[config.mk]
export PLATFORM = sky130hd
export DESIGN_NAME = point_in_polygon_angle_sum
export DESIGN_NICKNAME = d
export VERILOG_FILES = /design/src/sv/pipas_pkg.sv /design/src/sv/point_in_polygon_angle_sum.sv
export SDC_FILE = /design/constraint.sdc
export NUM_CORES = 1
export LEC_CHECK = 0
export BUFFER_PORTS_ARGS = -buffer_cell sky130_fd_sc_hd__buf_2
export CELL_PAD_IN_SITES_DETAIL_PLACEMENT = 0
export CELL_PAD_IN_SITES_GLOBAL_PLACEMENT = 2
export CORE_MARGIN = 4
export CORE_UTILIZATION = 42
export CTS_CLUSTER_SIZE = 28
export DETAILED_ROUTE_END_ITERATION = 6
export PLACE_DENSITY_LB_ADDON = 0.1
export RECOVER_POWER = 25
export SLEW_MARGIN = 20
export SYNTH_ARGS = -nofsm -noshare
export SYNTH_HDL_FRONTEND = slang
export SYNTH_SLANG_ARGS = --single-unit
export TNS_END_PERCENT = 100
[constraint.sdc]
create_clock -name i_clk -period 19.9 [get_ports i_clk]
set_input_delay 3.98 -clock i_clk [delete_from_list [all_inputs] [get_ports i_clk]]
set_output_delay 3.98 -clock i_clk [all_outputs]
set_load 0.05 [all_outputs]
[src/sv/pipas_pkg.sv]
`default_nettype none

package pipas_pkg;

    // Result transfer layout, lowest bit first
    localparam int OUT_DATA_WIDTH = 8;
    localparam int OUT_INSIDE_BIT = 0;
    localparam int OUT_VERTEX_BIT = 1;

    // Number of distinct CORDIC steps held in the arctangent table
    localparam int ATAN_STEPS = 32;

    // atan(2^-k) in units of 2^-32 turn, rounded to nearest
    function automatic logic [31:0] atan_turn(input logic [4:0] k);
        logic [31:0] v;
        case (k)
            5'd0:    v = 32'h20000000;
            5'd1:    v = 32'h12E4051E;
            5'd2:    v = 32'h09FB385B;
            5'd3:    v = 32'h051111D4;
            5'd4:    v = 32'h028B0D43;
            5'd5:    v = 32'h0145D7E1;
            5'd6:    v = 32'h00A2F61E;
            5'd7:    v = 32'h00517C55;
            5'd8:    v = 32'h0028BE53;
            5'd9:    v = 32'h00145F2F;
            5'd10:   v = 32'h000A2F98;
            5'd11:   v = 32'h000517CC;
            5'd12:   v = 32'h00028BE6;
            5'd13:   v = 32'h000145F3;
            5'd14:   v = 32'h0000A2FA;
            5'd15:   v = 32'h0000517D;
            5'd16:   v = 32'h000028BE;
            5'd17:   v = 32'h0000145F;
            5'd18:   v = 32'h00000A30;
            5'd19:   v = 32'h00000518;
            5'd20:   v = 32'h0000028C;
            5'd21:   v = 32'h00000146;
            5'd22:   v = 32'h000000A3;
            5'd23:   v = 32'h00000051;
            5'd24:   v = 32'h00000029;
            5'd25:   v = 32'h00000014;
            5'd26:   v = 32'h0000000A;
            5'd27:   v = 32'h00000005;
            5'd28:   v = 32'h00000003;
            5'd29:   v = 32'h00000001;
            5'd30:   v = 32'h00000001;
            default: v = 32'h00000000;
        endcase
        return v;
    endfunction

endpackage

`default_nettype wire

[src/sv/point_in_polygon_angle_sum.sv]
// Point-in-polygon test by angle summation.
// Input stream: one polygon vertex per transfer. tdata carries vertex_x,
// vertex_y, point_x, point_y (COORD_WIDTH bits each, lowest field first);
// tlast marks the final vertex of the polygon.
// Output stream: one transfer per polygon, issued after the last vertex.
// tdata bit 0 is inside_res, bit 1 is on_vertex, the rest are zero.
// Each vertex runs through one shared CORDIC vectoring unit, one iteration
// per cycle. A vertex holds the input through the prepare step, the CORDIC
// iterations and the accumulate step (the CORDIC pass is skipped when the
// vertex coincides with the point); the last vertex then goes on to the
// closing turn and the parity test, which writes the output register.
// The result sits in an output register; the next polygon may start while
// it waits. If the receiver stalls, a second result holds in the final
// step until the register frees, and the input stays not ready meanwhile.
// Reset (synchronous, active low) clears the polygon state and drops any
// pending result.
`default_nettype none

module point_in_polygon_angle_sum
    import pipas_pkg::*;
#(
    parameter int COORD_WIDTH       = 32,
    parameter int ANGLE_BITS        = 20,
    parameter int CORDIC_ITERATIONS = 20,
    localparam int IN_W = ((4 * COORD_WIDTH + 7) / 8) * 8
) (
    input  wire logic                      i_clk,
    input  wire logic                      i_rst_n,
    input  wire logic                      i_s_axis_tvalid,
    output logic                           o_s_axis_tready,
    // vertex_x, vertex_y, point_x, point_y, from the lowest bit up
    input  wire logic [IN_W-1:0]           i_s_axis_tdata,
    input  wire logic                      i_s_axis_tlast,
    output logic                           o_m_axis_tvalid,
    input  wire logic                      i_m_axis_tready,
    // inside_res, on_vertex, zero padding, from the lowest bit up
    output logic [OUT_DATA_WIDTH-1:0]      o_m_axis_tdata
);

    localparam int W     = COORD_WIDTH + 4;
    localparam int A     = ANGLE_BITS;
    localparam int IW    = (CORDIC_ITERATIONS > 1) ? $clog2(CORDIC_ITERATIONS) : 1;
    localparam int SH    = 32 - A;
    localparam int SHM1  = (SH > 0) ? SH - 1 : 0;
    localparam logic [32:0]   RND      = (SH > 0) ? (33'd1 << SHM1) : 33'd0;
    localparam logic [A-1:0]  HALF     = {1'b1, {(A - 1){1'b0}}};
    localparam logic [33:0]   FULL     = 34'd1 << A;
    localparam logic [33:0]   MOD_MASK = (34'd1 << (A + 1)) - 34'd1;
    localparam logic [IW-1:0] ITER_LAST = IW'(CORDIC_ITERATIONS - 1);

    typedef enum logic [5:0] {
        S_IDLE = 6'b000001,
        S_PREP = 6'b000010,
        S_ITER = 6'b000100,
        S_ACC  = 6'b001000,
        S_CLOSE = 6'b010000,
        S_FIN  = 6'b100000
    } t_state;

    t_state                r_state, n_state;
    logic signed [W-1:0]   r_x, n_x;
    logic signed [W-1:0]   r_y, n_y;
    logic [31:0]           r_z, n_z;
    logic [IW-1:0]         r_iter, n_iter;
    logic                  r_zero, n_zero;
    logic                  r_last, n_last;
    logic [A-1:0]          r_first, n_first;
    logic [A-1:0]          r_prev, n_prev;
    logic [31:0]           r_acc, n_acc;
    logic                  r_coinc, n_coinc;
    logic                  r_started, n_started;
    logic                  r_out_valid, n_out_valid;
    logic [1:0]            r_out, n_out;

    // Signed turn between two directions, wrapped to (-1/2, 1/2] turn
    function automatic logic [31:0] turn_of(input logic [A-1:0] from,
                                            input logic [A-1:0] to);
        logic [A-1:0] d;
        d = to - from;
        if (d > HALF) begin
            return 32'($signed(d));
        end
        return 32'(d);
    endfunction

    logic signed [W-1:0] vx_s, vy_s, px_s, py_s;
    logic signed [W-1:0] xs, ys;
    logic [32:0]         z_rnd;
    logic [A-1:0]        dir;
    logic [A-1:0]        turn_to;
    logic [31:0]         turn;
    logic [32:0]         mag;
    logic [33:0]         wind;
    logic                in_poly;

    // Unpack and sign-extend the coordinates
    assign vx_s = W'($signed(i_s_axis_tdata[0*COORD_WIDTH +: COORD_WIDTH]));
    assign vy_s = W'($signed(i_s_axis_tdata[1*COORD_WIDTH +: COORD_WIDTH]));
    assign px_s = W'($signed(i_s_axis_tdata[2*COORD_WIDTH +: COORD_WIDTH]));
    assign py_s = W'($signed(i_s_axis_tdata[3*COORD_WIDTH +: COORD_WIDTH]));

    // Shared CORDIC shifter
    assign xs = r_x >>> r_iter;
    assign ys = r_y >>> r_iter;

    // Round the CORDIC angle to ANGLE_BITS, ties up
    assign z_rnd = {1'b0, r_z} + RND;
    assign dir   = r_zero ? '0 : z_rnd[31:SH];

    // Shared turn unit: step turn, then closing turn
    assign turn_to = (r_state == S_CLOSE) ? r_first : dir;
    assign turn    = turn_of(r_prev, turn_to);

    // Winding parity test on the accumulated turns
    assign mag     = r_acc[31] ? (33'd0 - {1'b0, r_acc}) : {1'b0, r_acc};
    assign wind    = (34'(mag) + (FULL >> 1)) & MOD_MASK;
    assign in_poly = (wind > FULL) || r_coinc;

    assign o_s_axis_tready = (r_state == S_IDLE);
    assign o_m_axis_tvalid = r_out_valid;
    assign o_m_axis_tdata  = {{(OUT_DATA_WIDTH - 2){1'b0}}, r_out};

    // Sequencer and datapath next state
    always_comb begin
        n_state     = r_state;
        n_x         = r_x;
        n_y         = r_y;
        n_z         = r_z;
        n_iter      = r_iter;
        n_zero      = r_zero;
        n_last      = r_last;
        n_first     = r_first;
        n_prev      = r_prev;
        n_acc       = r_acc;
        n_coinc     = r_coinc;
        n_started   = r_started;
        n_out       = r_out;
        n_out_valid = r_out_valid;

        // drop the result once transferred
        if (r_out_valid && i_m_axis_tready) begin
            n_out_valid = 1'b0;
        end

        case (r_state)
            S_IDLE: begin
                if (i_s_axis_tvalid) begin
                    n_x     = vx_s - px_s;
                    n_y     = vy_s - py_s;
                    n_last  = i_s_axis_tlast;
                    n_state = S_PREP;
                end
            end
            S_PREP: begin
                // fold the left half-plane by a half turn
                n_zero = (r_x == '0) && (r_y == '0);
                n_iter = '0;
                if (r_x < 0) begin
                    n_x = -r_x;
                    n_y = -r_y;
                    n_z = 32'h80000000;
                end else begin
                    n_z = 32'h00000000;
                end
                n_state = n_zero ? S_ACC : S_ITER;
            end
            S_ITER: begin
                // rotate toward y = 0
                if (!r_y[W-1]) begin
                    n_x = r_x + ys;
                    n_y = r_y - xs;
                    n_z = r_z + atan_turn(5'(r_iter));
                end else begin
                    n_x = r_x - ys;
                    n_y = r_y + xs;
                    n_z = r_z - atan_turn(5'(r_iter));
                end
                n_iter = r_iter + 1'b1;
                if (r_iter == ITER_LAST) begin
                    n_state = S_ACC;
                end
            end
            S_ACC: begin
                if (!r_started) begin
                    n_first   = dir;
                    n_acc     = '0;
                    n_coinc   = r_zero;
                    n_started = 1'b1;
                end else begin
                    n_acc   = r_acc + turn;
                    n_coinc = r_coinc | r_zero;
                end
                n_prev  = dir;
                n_state = r_last ? S_CLOSE : S_IDLE;
            end
            S_CLOSE: begin
                n_acc   = r_acc + turn;
                n_state = S_FIN;
            end
            S_FIN: begin
                // hold until the output register is free
                if (!r_out_valid || i_m_axis_tready) begin
                    n_out[OUT_INSIDE_BIT] = in_poly;
                    n_out[OUT_VERTEX_BIT] = r_coinc;
                    n_out_valid = 1'b1;
                    n_acc       = '0;
                    n_coinc     = 1'b0;
                    n_started   = 1'b0;
                    n_state     = S_IDLE;
                end
            end
            default: begin
                n_state = S_IDLE;
            end
        endcase
    end

    // Control and polygon state
    always_ff @(posedge i_clk) begin
        if (!i_rst_n) begin
            r_state     <= S_IDLE;
            r_first     <= '0;
            r_prev      <= '0;
            r_acc       <= '0;
            r_coinc     <= 1'b0;
            r_started   <= 1'b0;
            r_out_valid <= 1'b0;
        end else begin
            r_state     <= n_state;
            r_first     <= n_first;
            r_prev      <= n_prev;
            r_acc       <= n_acc;
            r_coinc     <= n_coinc;
            r_started   <= n_started;
            r_out_valid <= n_out_valid;
        end
    end

    // Datapath registers
    always_ff @(posedge i_clk) begin
        r_x    <= n_x;
        r_y    <= n_y;
        r_z    <= n_z;
        r_iter <= n_iter;
        r_zero <= n_zero;
        r_last <= n_last;
        r_out  <= n_out;
    end

endmodule

`default_nettype wire

=== After elaboration in Yosys (flattened, before gate mapping) ===
Memory sizes are Yosys's and may differ from the RTL's. A register that Yosys moved wholly into a read port is not among the register bits.
Index checks and enable logic that the tools add are counted.

* Add/sub/neg operators: 16
* Order comparisons: 3
* Equality and inequality tests: 11
* Shift-type cells: 2
* Muxes and demuxes: 40
* Bitwise logic cells: 2
* Reduce and logical (&&, ||, !) cells: 18

{| class="wikitable"
|+ Operator list
! operator !! number
|-
| 2-to-1 mux 32 bit || 10
|-
| 2-to-1 mux 36 bit || 6
|-
| one-hot mux 36 bit (3 select lines) || 2
|-
| one-hot mux 32 bit (3 select lines) || 1
|-
| adder 36 bit || 2
|-
| logical NOT 36 bit || 2
|-
| negation 36 bit || 2
|-
| >>> shifter 36 x 5 -> 36 bit || 2
|-
| subtractor 36 bit || 2
|-
| subtractor 32 x 32 -> 33 bit || 2
|-
| adder 32 bit || 2
|-
| one-hot mux 32 bit (2 select lines) || 1
|-
| 2-to-1 mux 20 bit || 2
|-
| less-than comparator 36 x 1 -> 1 bit (second input constant) || 1
|-
| one-hot mux 6 bit (6 select lines) || 1
|-
| adder 32 x 12 -> 32 bit (second input constant) || 1
|-
| subtractor 32 bit || 1
|-
| adder 21 x 20 -> 21 bit (second input constant) || 1
|-
| > comparator 21 bit (second input constant) || 1
|-
| 2-to-1 mux 21 bit || 1
|-
| subtractor 1 x 21 -> 21 bit (first input constant) || 1
|-
| > comparator 20 bit (second input constant) || 1
|-
| subtractor 20 bit || 1
|-
| 2-to-1 mux 6 bit || 3
|-
| other kinds (23) || 43
|}

* Register bits after elaboration: 194
* ROM bits: 1920
* Bits of input ports: 133
* Output and inout bits: 10
* Logic and storage cells: 108
* Memories kept: 2

{| class="wikitable"
|+ Memory list
! name !! words !! width !! rd ports !! clocked after memory_dff !! wr ports !! RTL line !! RTL
|-
| (name not given) || 32 || 30 || 1 || 1 || 0 || pipas_pkg.sv:16 || <nowiki>case (k)</nowiki>
|-
| (name not given) || 32 || 30 || 1 || 1 || 0 || pipas_pkg.sv:16 ||
|}

=== Depth between registers and ports, before layout ===
Gate-level depths: netlist of run 1.

* Depth in word-level cells: 10
* Mapped depth: 30
* Gate-level depth less buffers: 28

=== Worst setup path after synthesis of run 1 ===
No wires, ideal clock.

* Kind: in2reg
* Start: input i_s_axis_tvalid
* End: register r_x[0], enable pin
* Library setup time: 0.617 ns
* Arrival: 9.337 ns
* Data required time: 19.283 ns
* Slack: 9.946 ns
* Stages on the path: 2
* Path buffers: 0
* Path through: nor2_1 > a221oi_1

* Word-level cells in the longest chain between the ends: 2

{| class="wikitable"
|+ RTL lines
! what !! RTL line !! RTL
|-
| start, declared || point_in_polygon_angle_sum.sv:29 || <nowiki>input wire logic i_s_axis_tvalid,</nowiki>
|-
| != test 2 bit (no line) || - ||
|-
| AND reduction 3 bit (no line) || - ||
|-
| end signal, assigned || point_in_polygon_angle_sum.sv:241 || <nowiki>r_x <= n_x;</nowiki>
|-
| end, declared || point_in_polygon_angle_sum.sv:61 || <nowiki>logic signed [W-1:0] r_x, n_x;</nowiki>
|}

No other way between the ends.
A chain may end at the register's enable or synchronous reset.

=== Final worst setup path of run 1 ===
* Start: register r_y[35]
* End: register r_x[28] (data pin)

* Word-level cells in the longest chain between the ends: 4
* Elaborated cells on any way between the ends: 5
* Classes of those cells: add/sub (2); shift (1); mux (2)

{| class="wikitable"
|+ RTL lines
! what !! RTL line !! RTL
|-
| start, declared || point_in_polygon_angle_sum.sv:62 || <nowiki>logic signed [W-1:0] r_y, n_y;</nowiki>
|-
| start signal, assigned || point_in_polygon_angle_sum.sv:242 || <nowiki>r_y <= n_y;</nowiki>
|-
| >>> shifter 36 x 5 -> 36 bit || point_in_polygon_angle_sum.sv:104 || <nowiki>assign ys = r_y >>> r_iter;</nowiki>
|-
| adder 36 bit / subtractor 36 bit (equally long branches) || point_in_polygon_angle_sum.sv:170, point_in_polygon_angle_sum.sv:174 ||
|-
| 2-to-1 mux 36 bit * || point_in_polygon_angle_sum.sv:169 || <nowiki>if (!r_y[W-1]) begin</nowiki>
|-
| one-hot mux 36 bit (3 select lines) * || point_in_polygon_angle_sum.sv:145 || <nowiki>case (r_state)</nowiki>
|-
| net n_x[28] || point_in_polygon_angle_sum.sv:61 ||
|}

Mark *: on every way through the listed nets, which the timed path passes. The rest lies on a longest branch.

==> reports/qor.yml, run 1 <==
status: "finished, violations left"
violations: "capacitance limit, slew limit"
async_flop_share_pct: 0
core_area_sq_um: 65700
final_common_cell: "nand2_1"
gp_congestion: 0.924
synth-edff-count: 113
grt_pass1_vias: 25256
slew_violations: 476
fmax_mhz: 93.9
rsz0062_at_grt: "no"
postSynthCellCount: 3411
avgSynthCellArea_sq_um: 8.16
syn-cell-area_sq_um: 27800
htreeDepth: 1
critPathBufInv: 1
grt_antenna_before_repair: 2
ys_ff_latch: 213
yosys-top-cells-area: "edfxtp_1 (12%), ha_1 (9.8%), dfxtp_1 (7.2%), xnor2_1 (6.6%), mux4_2 (5.7%)"
final_cells: 4318
clk_pin_slew_ps: 60
synth-seq-area-share_pct: 19.4
insertion_delay_ps: 610
cts.sinks: 213
port-buffer-count: 136
drt-pass1-iter-count: 5
grt_usage_pct: 23.7
relSlewSlack_pct: -295
hold_start: "r_first[5]"
critical_path.max_stage_delay_ps: 4110
io_pins: 143
grtUsageMet3_pct: 3.29
setup_ws_ps: 9250
finalHoldViolations: 0
cts_buffers: 29
drive_gt1_share_pct: 11.3
min_period_ps: 10650
ant_nets: 0
cp.required_ps: 20170
fin_setup_tns_ps: 0
critPathTopFamily: "buffers and inverters"
startpoint_type: "flop"
cts_setup_buffers: 0
slowest_stage: "clkbuf_1"
fp.dieH_microns: 265
vdd_drop_max_v: 0.0000746
grt_pass1_wl_microns: 138000
critPathCaptureType: "flop"
crit_fanout: 135
regToRegStartpoint: "r_y[35]"
post-place-ws_ps: 11890
clock_path_buffers: 3
skew_ps: 16.7
cts_root_buffer: "clkbuf_16"
post-route-period-util_pct: 53.5
initial_core_util_pct: 42.3
fp.dieArea_sq_um: 70500
yosysWarnings: 0
num_rows: 94
cp_cell_sequence: "clkbuf_1, mux2i_1, o21ai_0, o21ai_0, o211a_1, and4b_1, nor2b_4, a21oi_1, xnor2_1, ha_1, a21oi_1, o21bai_1, a21o_1, a21o_1, a21o_1, or3_1, a31oi_1, o21bai_1, a21oi_1, xnor2_1, a22oi_1, o21ai_0"
synth_top_area_share_pct: 12.2
layout_common_cells: "nand2_1 (301), a21oi_1 (290), nor2_1 (275)"
synth_top_area_cell: "edfxtp_1"
cp-startpoint: "r_y[35]"
combPwrFrac_pct: 54.8
switching_power_w: 0.00113
tightest_slew_ps: 5920
grt_remaining_overflow: 0
dp_cells: 4263
wl_microns: 87400
nNetsFinal: 3789
vias: 25974
switching_share_pct: 43.8
cts_resized: 0
grt_start_max_net_pins: 136
seqPwrFrac_pct: 24.5
cts_tree: "built"
areaGrowthSynthToFinish_pct: 7.08
met1_usage_pct: 29.7
fp.dieW_microns: 265
setup_viol: 0
via_per_inst: 6.02
clkPwrFrac_pct: 20.7
drt_iter0_drc: 1714
power_leakage_nw: 12.0
power.density_nw_per_um2: 86.3
ys.flop_type: "edfxtp_1"
cp.arrival_ps: 10920
wl_per_cell_microns: 20.2
met2_usage_pct: 42.2
busiest_layer: "met2"
dp_hpwl_microns: 65100
crit_type: "flop to flop"
synth_cell_types: 103
max_cap_violations: 8
rrSetupSlack_ps: 9250
internal-power_w: 0.00145
cts_hold_buf: 0
drc_errors: 0
hold_class: "flop to flop"
==> worst register-to-register path, cell delays in order, from the launching register on <==
cell	delay, ps
edfxtp_1	320
clkbuf_1	4110
mux2i_1	730
o21ai_0	1240
o21ai_0	230
o211a_1	310
and4b_1	230
nor2b_4	160
a21oi_1	180
xnor2_1	190
ha_1	340
a21oi_1	260
o21bai_1	100
a21o_1	180
a21o_1	170
a21o_1	180
or3_1	300
a31oi_1	270
o21bai_1	120
a21oi_1	240
xnor2_1	90
a22oi_1	190
o21ai_0	160
==> per-layer routing <==
layer	up-vias	part of all wire, %	routed length [microns]
li1	12635	-	-
met5	-	0.084	73
met1	12535	42	37000
met4	2	3.1	2730
met3	143	4.7	4110
met2	659	50	43500
==> cell usage after synthesis (all sizes together) (33+ instances only) <==
master / n
nor2b: 66
nand2b: 47
o21a: 33
nor3: 73
nand3: 76
nor2: 276
a31oi: 45
mux4: 85
xor2: 108
inv: 180
dfxtp: 100
mux2i: 76
clkbuf: 111
edfxtp: 113
xnor2: 209
o22ai: 33
a21oi: 292
a22oi: 57
o21ai: 194
buf: 76
nand2: 303
mux2: 62
ha: 219
a21o: 93
==> kinds of logic (layout without fill, tap and decap cells) <==
kind of cell             Yosys count  in the layout  share of synthesized area, %
AND/OR/NAND/NOR                 1065           1065                          18.7
XOR/XNOR                         317            317                          9.97
adder cells (fa/ha/maj)          226            226                          10.3
AO/OA/AOI/OAI                    995            995                          23.0
buffers and inverters            371            408                          6.23
flip-flops                       213            213                          19.4
multiplexers                     223            223                          12.3
other                              1              7                        0.0135
==> final cells by class <==
type,count,area [sq um]
clock buffers,38,801
flip-flops and latches,213,5400
diodes,1,2.50
repair buffers,172,927
clock inverters,16,145
well taps,864,1080
fillers,6605,35900
multi-input cells,2832,20800
inverters,182,684
==> path summary, 6_finish.rpt <==
check	to	cells past startpoint
max	r_x[28]	22
min	r_first[5]	2
max reg2reg	r_x[28]	22
min reg2reg	r_first[5]	2
==> stage by stage <==
step / instance area (sq um) / hold slack (ps) / total power, W / util [%]
after detailed placement: 28900 / 447 / 0.00202 / 43.9
after floorplan: 27900 / 431 / 0.00168 / -
after global routing: 29800 / 477 / 0.00277 / 45.3
final: 29800 / 455 / 0.00257 / 45.3
after CTS: 29800 / 456 / 0.00258 / 45.4
after global placement: 28900 / 440 / 0.00201 / 43.9
==> power by group through the flow <==
| stage | registers, W | clock network [W] | logic, W |
|---|---|---|---|
| finish | 0.000631 | 0.000533 | 0.00141 |
| global route | 0.000637 | 0.000569 | 0.00156 |
| CTS | 0.000628 | 0.000552 | 0.00140 |
| detailed placement | 0.000636 | 0 | 0.00138 |
| global placement | 0.000633 | 0 | 0.00137 |
| floorplan | 0.000570 | 0 | 0.00111 |
(Power assumes the default switching activity.)
==> inputs of run 2 (changes only) <==
CORE_UTILIZATION = 39   (was 42)
clock period = 10.19 ns   (was 19.9 ns; I/O delays follow)
==> reports/qor.yml, run 2 (same netlist as run 1, synthesis figures left out) <==
status: "finished, violations left"
violations: "capacitance limit, slew limit"
fin_util_pct: 42.6  # -2.8 points
layout_common_cells: "nand2_1 (301), a21oi_1 (288), nor2_1 (275)"
insertion_delay_ps: 630  # +20 ps
wl_per_cell_microns: 20.9  # +3.4%
relSlewSlack_pct: -154  # +140 points
grt_antenna_before_repair: 2  # unchanged
post-place-ws_ps: 2520  # -9380 ps
crit_top_cell: "clkbuf_1"
startpoint_type: "flop"
cts_root_buffer: "clkbuf_16"
fin_setup_tns_ps: 0  # unchanged
grt_usage_pct: 23.5  # -0.18 points
fp.dieW_microns: 275  # +3.7%
fmax_mhz: 124  # +32%
areaGrowthSynthToFinish_pct: 7.67
max_cap_violations: 7  # -1
slew_violations: 308  # -35%
regToRegStartpoint: "r_state[5]"
grt_pass1_vias: 25328  # +0.29%
cts_resized: 0  # unchanged
final_common_cell: "nand2_1"
vias: 25892  # -0.32%
io_pins: 143  # unchanged
min_period_ps: 8090  # -2560 ps
fp.dieArea_sq_um: 75700  # +7.5%
cp.arrival_ps: 8540  # -2380 ps
drive_gt1_share_pct: 11.2  # -0.090 points
crit_type: "flop to flop"
cp-startpoint: "r_state[5]"
cp.required_ps: 10640  # -9530 ps
num_rows: 97  # +3.2%
via_per_inst: 5.89  # -2.0%
drt_iter0_drc: 1849  # +7.9%
power_leakage_nw: 12.0  # +0.13%
drt-pass1-iter-count: 6  # +1
gp_congestion: 0.920  # -0.37%
rsz0062_at_grt: "no"
cts.sinks: 213  # unchanged
critPathCaptureType: "flop"
drc_errors: 0  # unchanged
vdd_drop_max_v: 0.000138  # +85%
initial_core_util_pct: 39.5  # -2.8 points
finalHoldViolations: 0  # unchanged
cts_buffers: 29  # unchanged
n_antenna_cell: 0  # -1
ant_nets: 0  # unchanged
critical_path.max_stage_delay_ps: 2600  # -1510 ps
clock_path_buffers: 3  # unchanged
setup_ws_ps: 2100  # -7150 ps
cts_hold_buf: 0  # unchanged
nNetsFinal: 3790  # +0.026%
tightest_slew_ps: 3820  # -2110 ps
post-route-period-util_pct: 79.4  # +26 points
fp.dieH_microns: 275  # +3.7%
setup_viol: 0  # unchanged
dp_hpwl_microns: 69500  # +6.8%
cp_cell_sequence: "nor4_1, nand3b_1, buf_4, inv_1, clkbuf_1, nor2_4, clkbuf_1, clkinv_2, clkbuf_1, o22ai_1, buf_4, nor2_1, a22oi_1, o311ai_0, o21ai_0"
cts_setup_buffers: 0  # unchanged
skew_ps: 43.5  # +26.8 ps
power.density_nw_per_um2: 170  # +97%
wl_microns: 91900  # +5.3%
core_area_sq_um: 70400  # +7.1%
port-buffer-count: 136  # unchanged
hold_class: "flop to flop"
clk_pin_slew_ps: 60  # about the same
grt_pass1_wl_microns: 143000  # +3.9%
grt_remaining_overflow: 0  # unchanged
slowest_stage: "clkbuf_1"
cts_tree: "built"
hold_start: "r_first[15]"
grt_start_max_net_pins: 136  # unchanged
crit_fanout: 66  # -51%
htreeDepth: 1  # unchanged
[run 2: changes by cell type in the layout (fill, tap and decap cells not counted), moves of 2 or more]
cell and change:
buf_4 +2, and2_1 +2, clkbuf_1 +6, clkinv_2 -4, and2_0 -2, bufinv_16 +3, a21oi_2 +2, buf_2 -3
a21oi_1 -2
[run 2: worst max-delay path, delay by kind of cell, from the launching register on]
family / cells / cell delay (ps)
and+or+nand+nor: 4 / 790
DFF: 1 / 340
AOI/OAI and AO/OA: 4 / 740
buffers and inverters: 7 / 6020
[run 2: through the flow]
stage | power [W] | area, sq um | cells | hold slack (ps)
finish | 0.00509 | 30000 | 4394 | 454
global route | 0.00546 | 30000 | 4394 | 470
CTS | 0.00513 | 30000 | 4394 | 454
floorplan | 0.00329 | 27900 | 3416 | 431
global placement | 0.00397 | 29000 | 4340 | 440
detailed placement | 0.00398 | 29000 | 4340 | 445
[run 2: worst paths after layout]
check / to / slack (ps) / cells past startpoint
max: flop / 2100 / 15
min: r_first[15] / 450 / 2
max reg2reg: flop / 2100 / 15
min reg2reg: r_first[15] / 450 / 2
[run 2: final cells by class]
type | instances | area, sq um
well taps | 940 | 1180
flip-flops and latches | 213 | 5400
multi-input cells | 2832 | 20800
clock buffers | 41 | 791
inverters | 182 | 684
clock inverters | 13 | 203
repair buffers | 173 | 943
fillers | 7204 | 40400
[run 2: report_power, final]
part / switching (W) / internal [W] / total, W
Clock: 0.000429 / 0.000665 / 0.00109
Combinational: 0.00157 / 0.00118 / 0.00276
Sequential: 0.000220 / 0.00102 / 0.00124
[run 2: routing by layer]
layer  GRT usage [%]  vias up  wire, microns
met3            2.27      121           3600
met2            42.3      555          45600
li1                -    12630              -
met1            30.2    12586          40500
met4            5.70        0           2320
met5               0        -              0
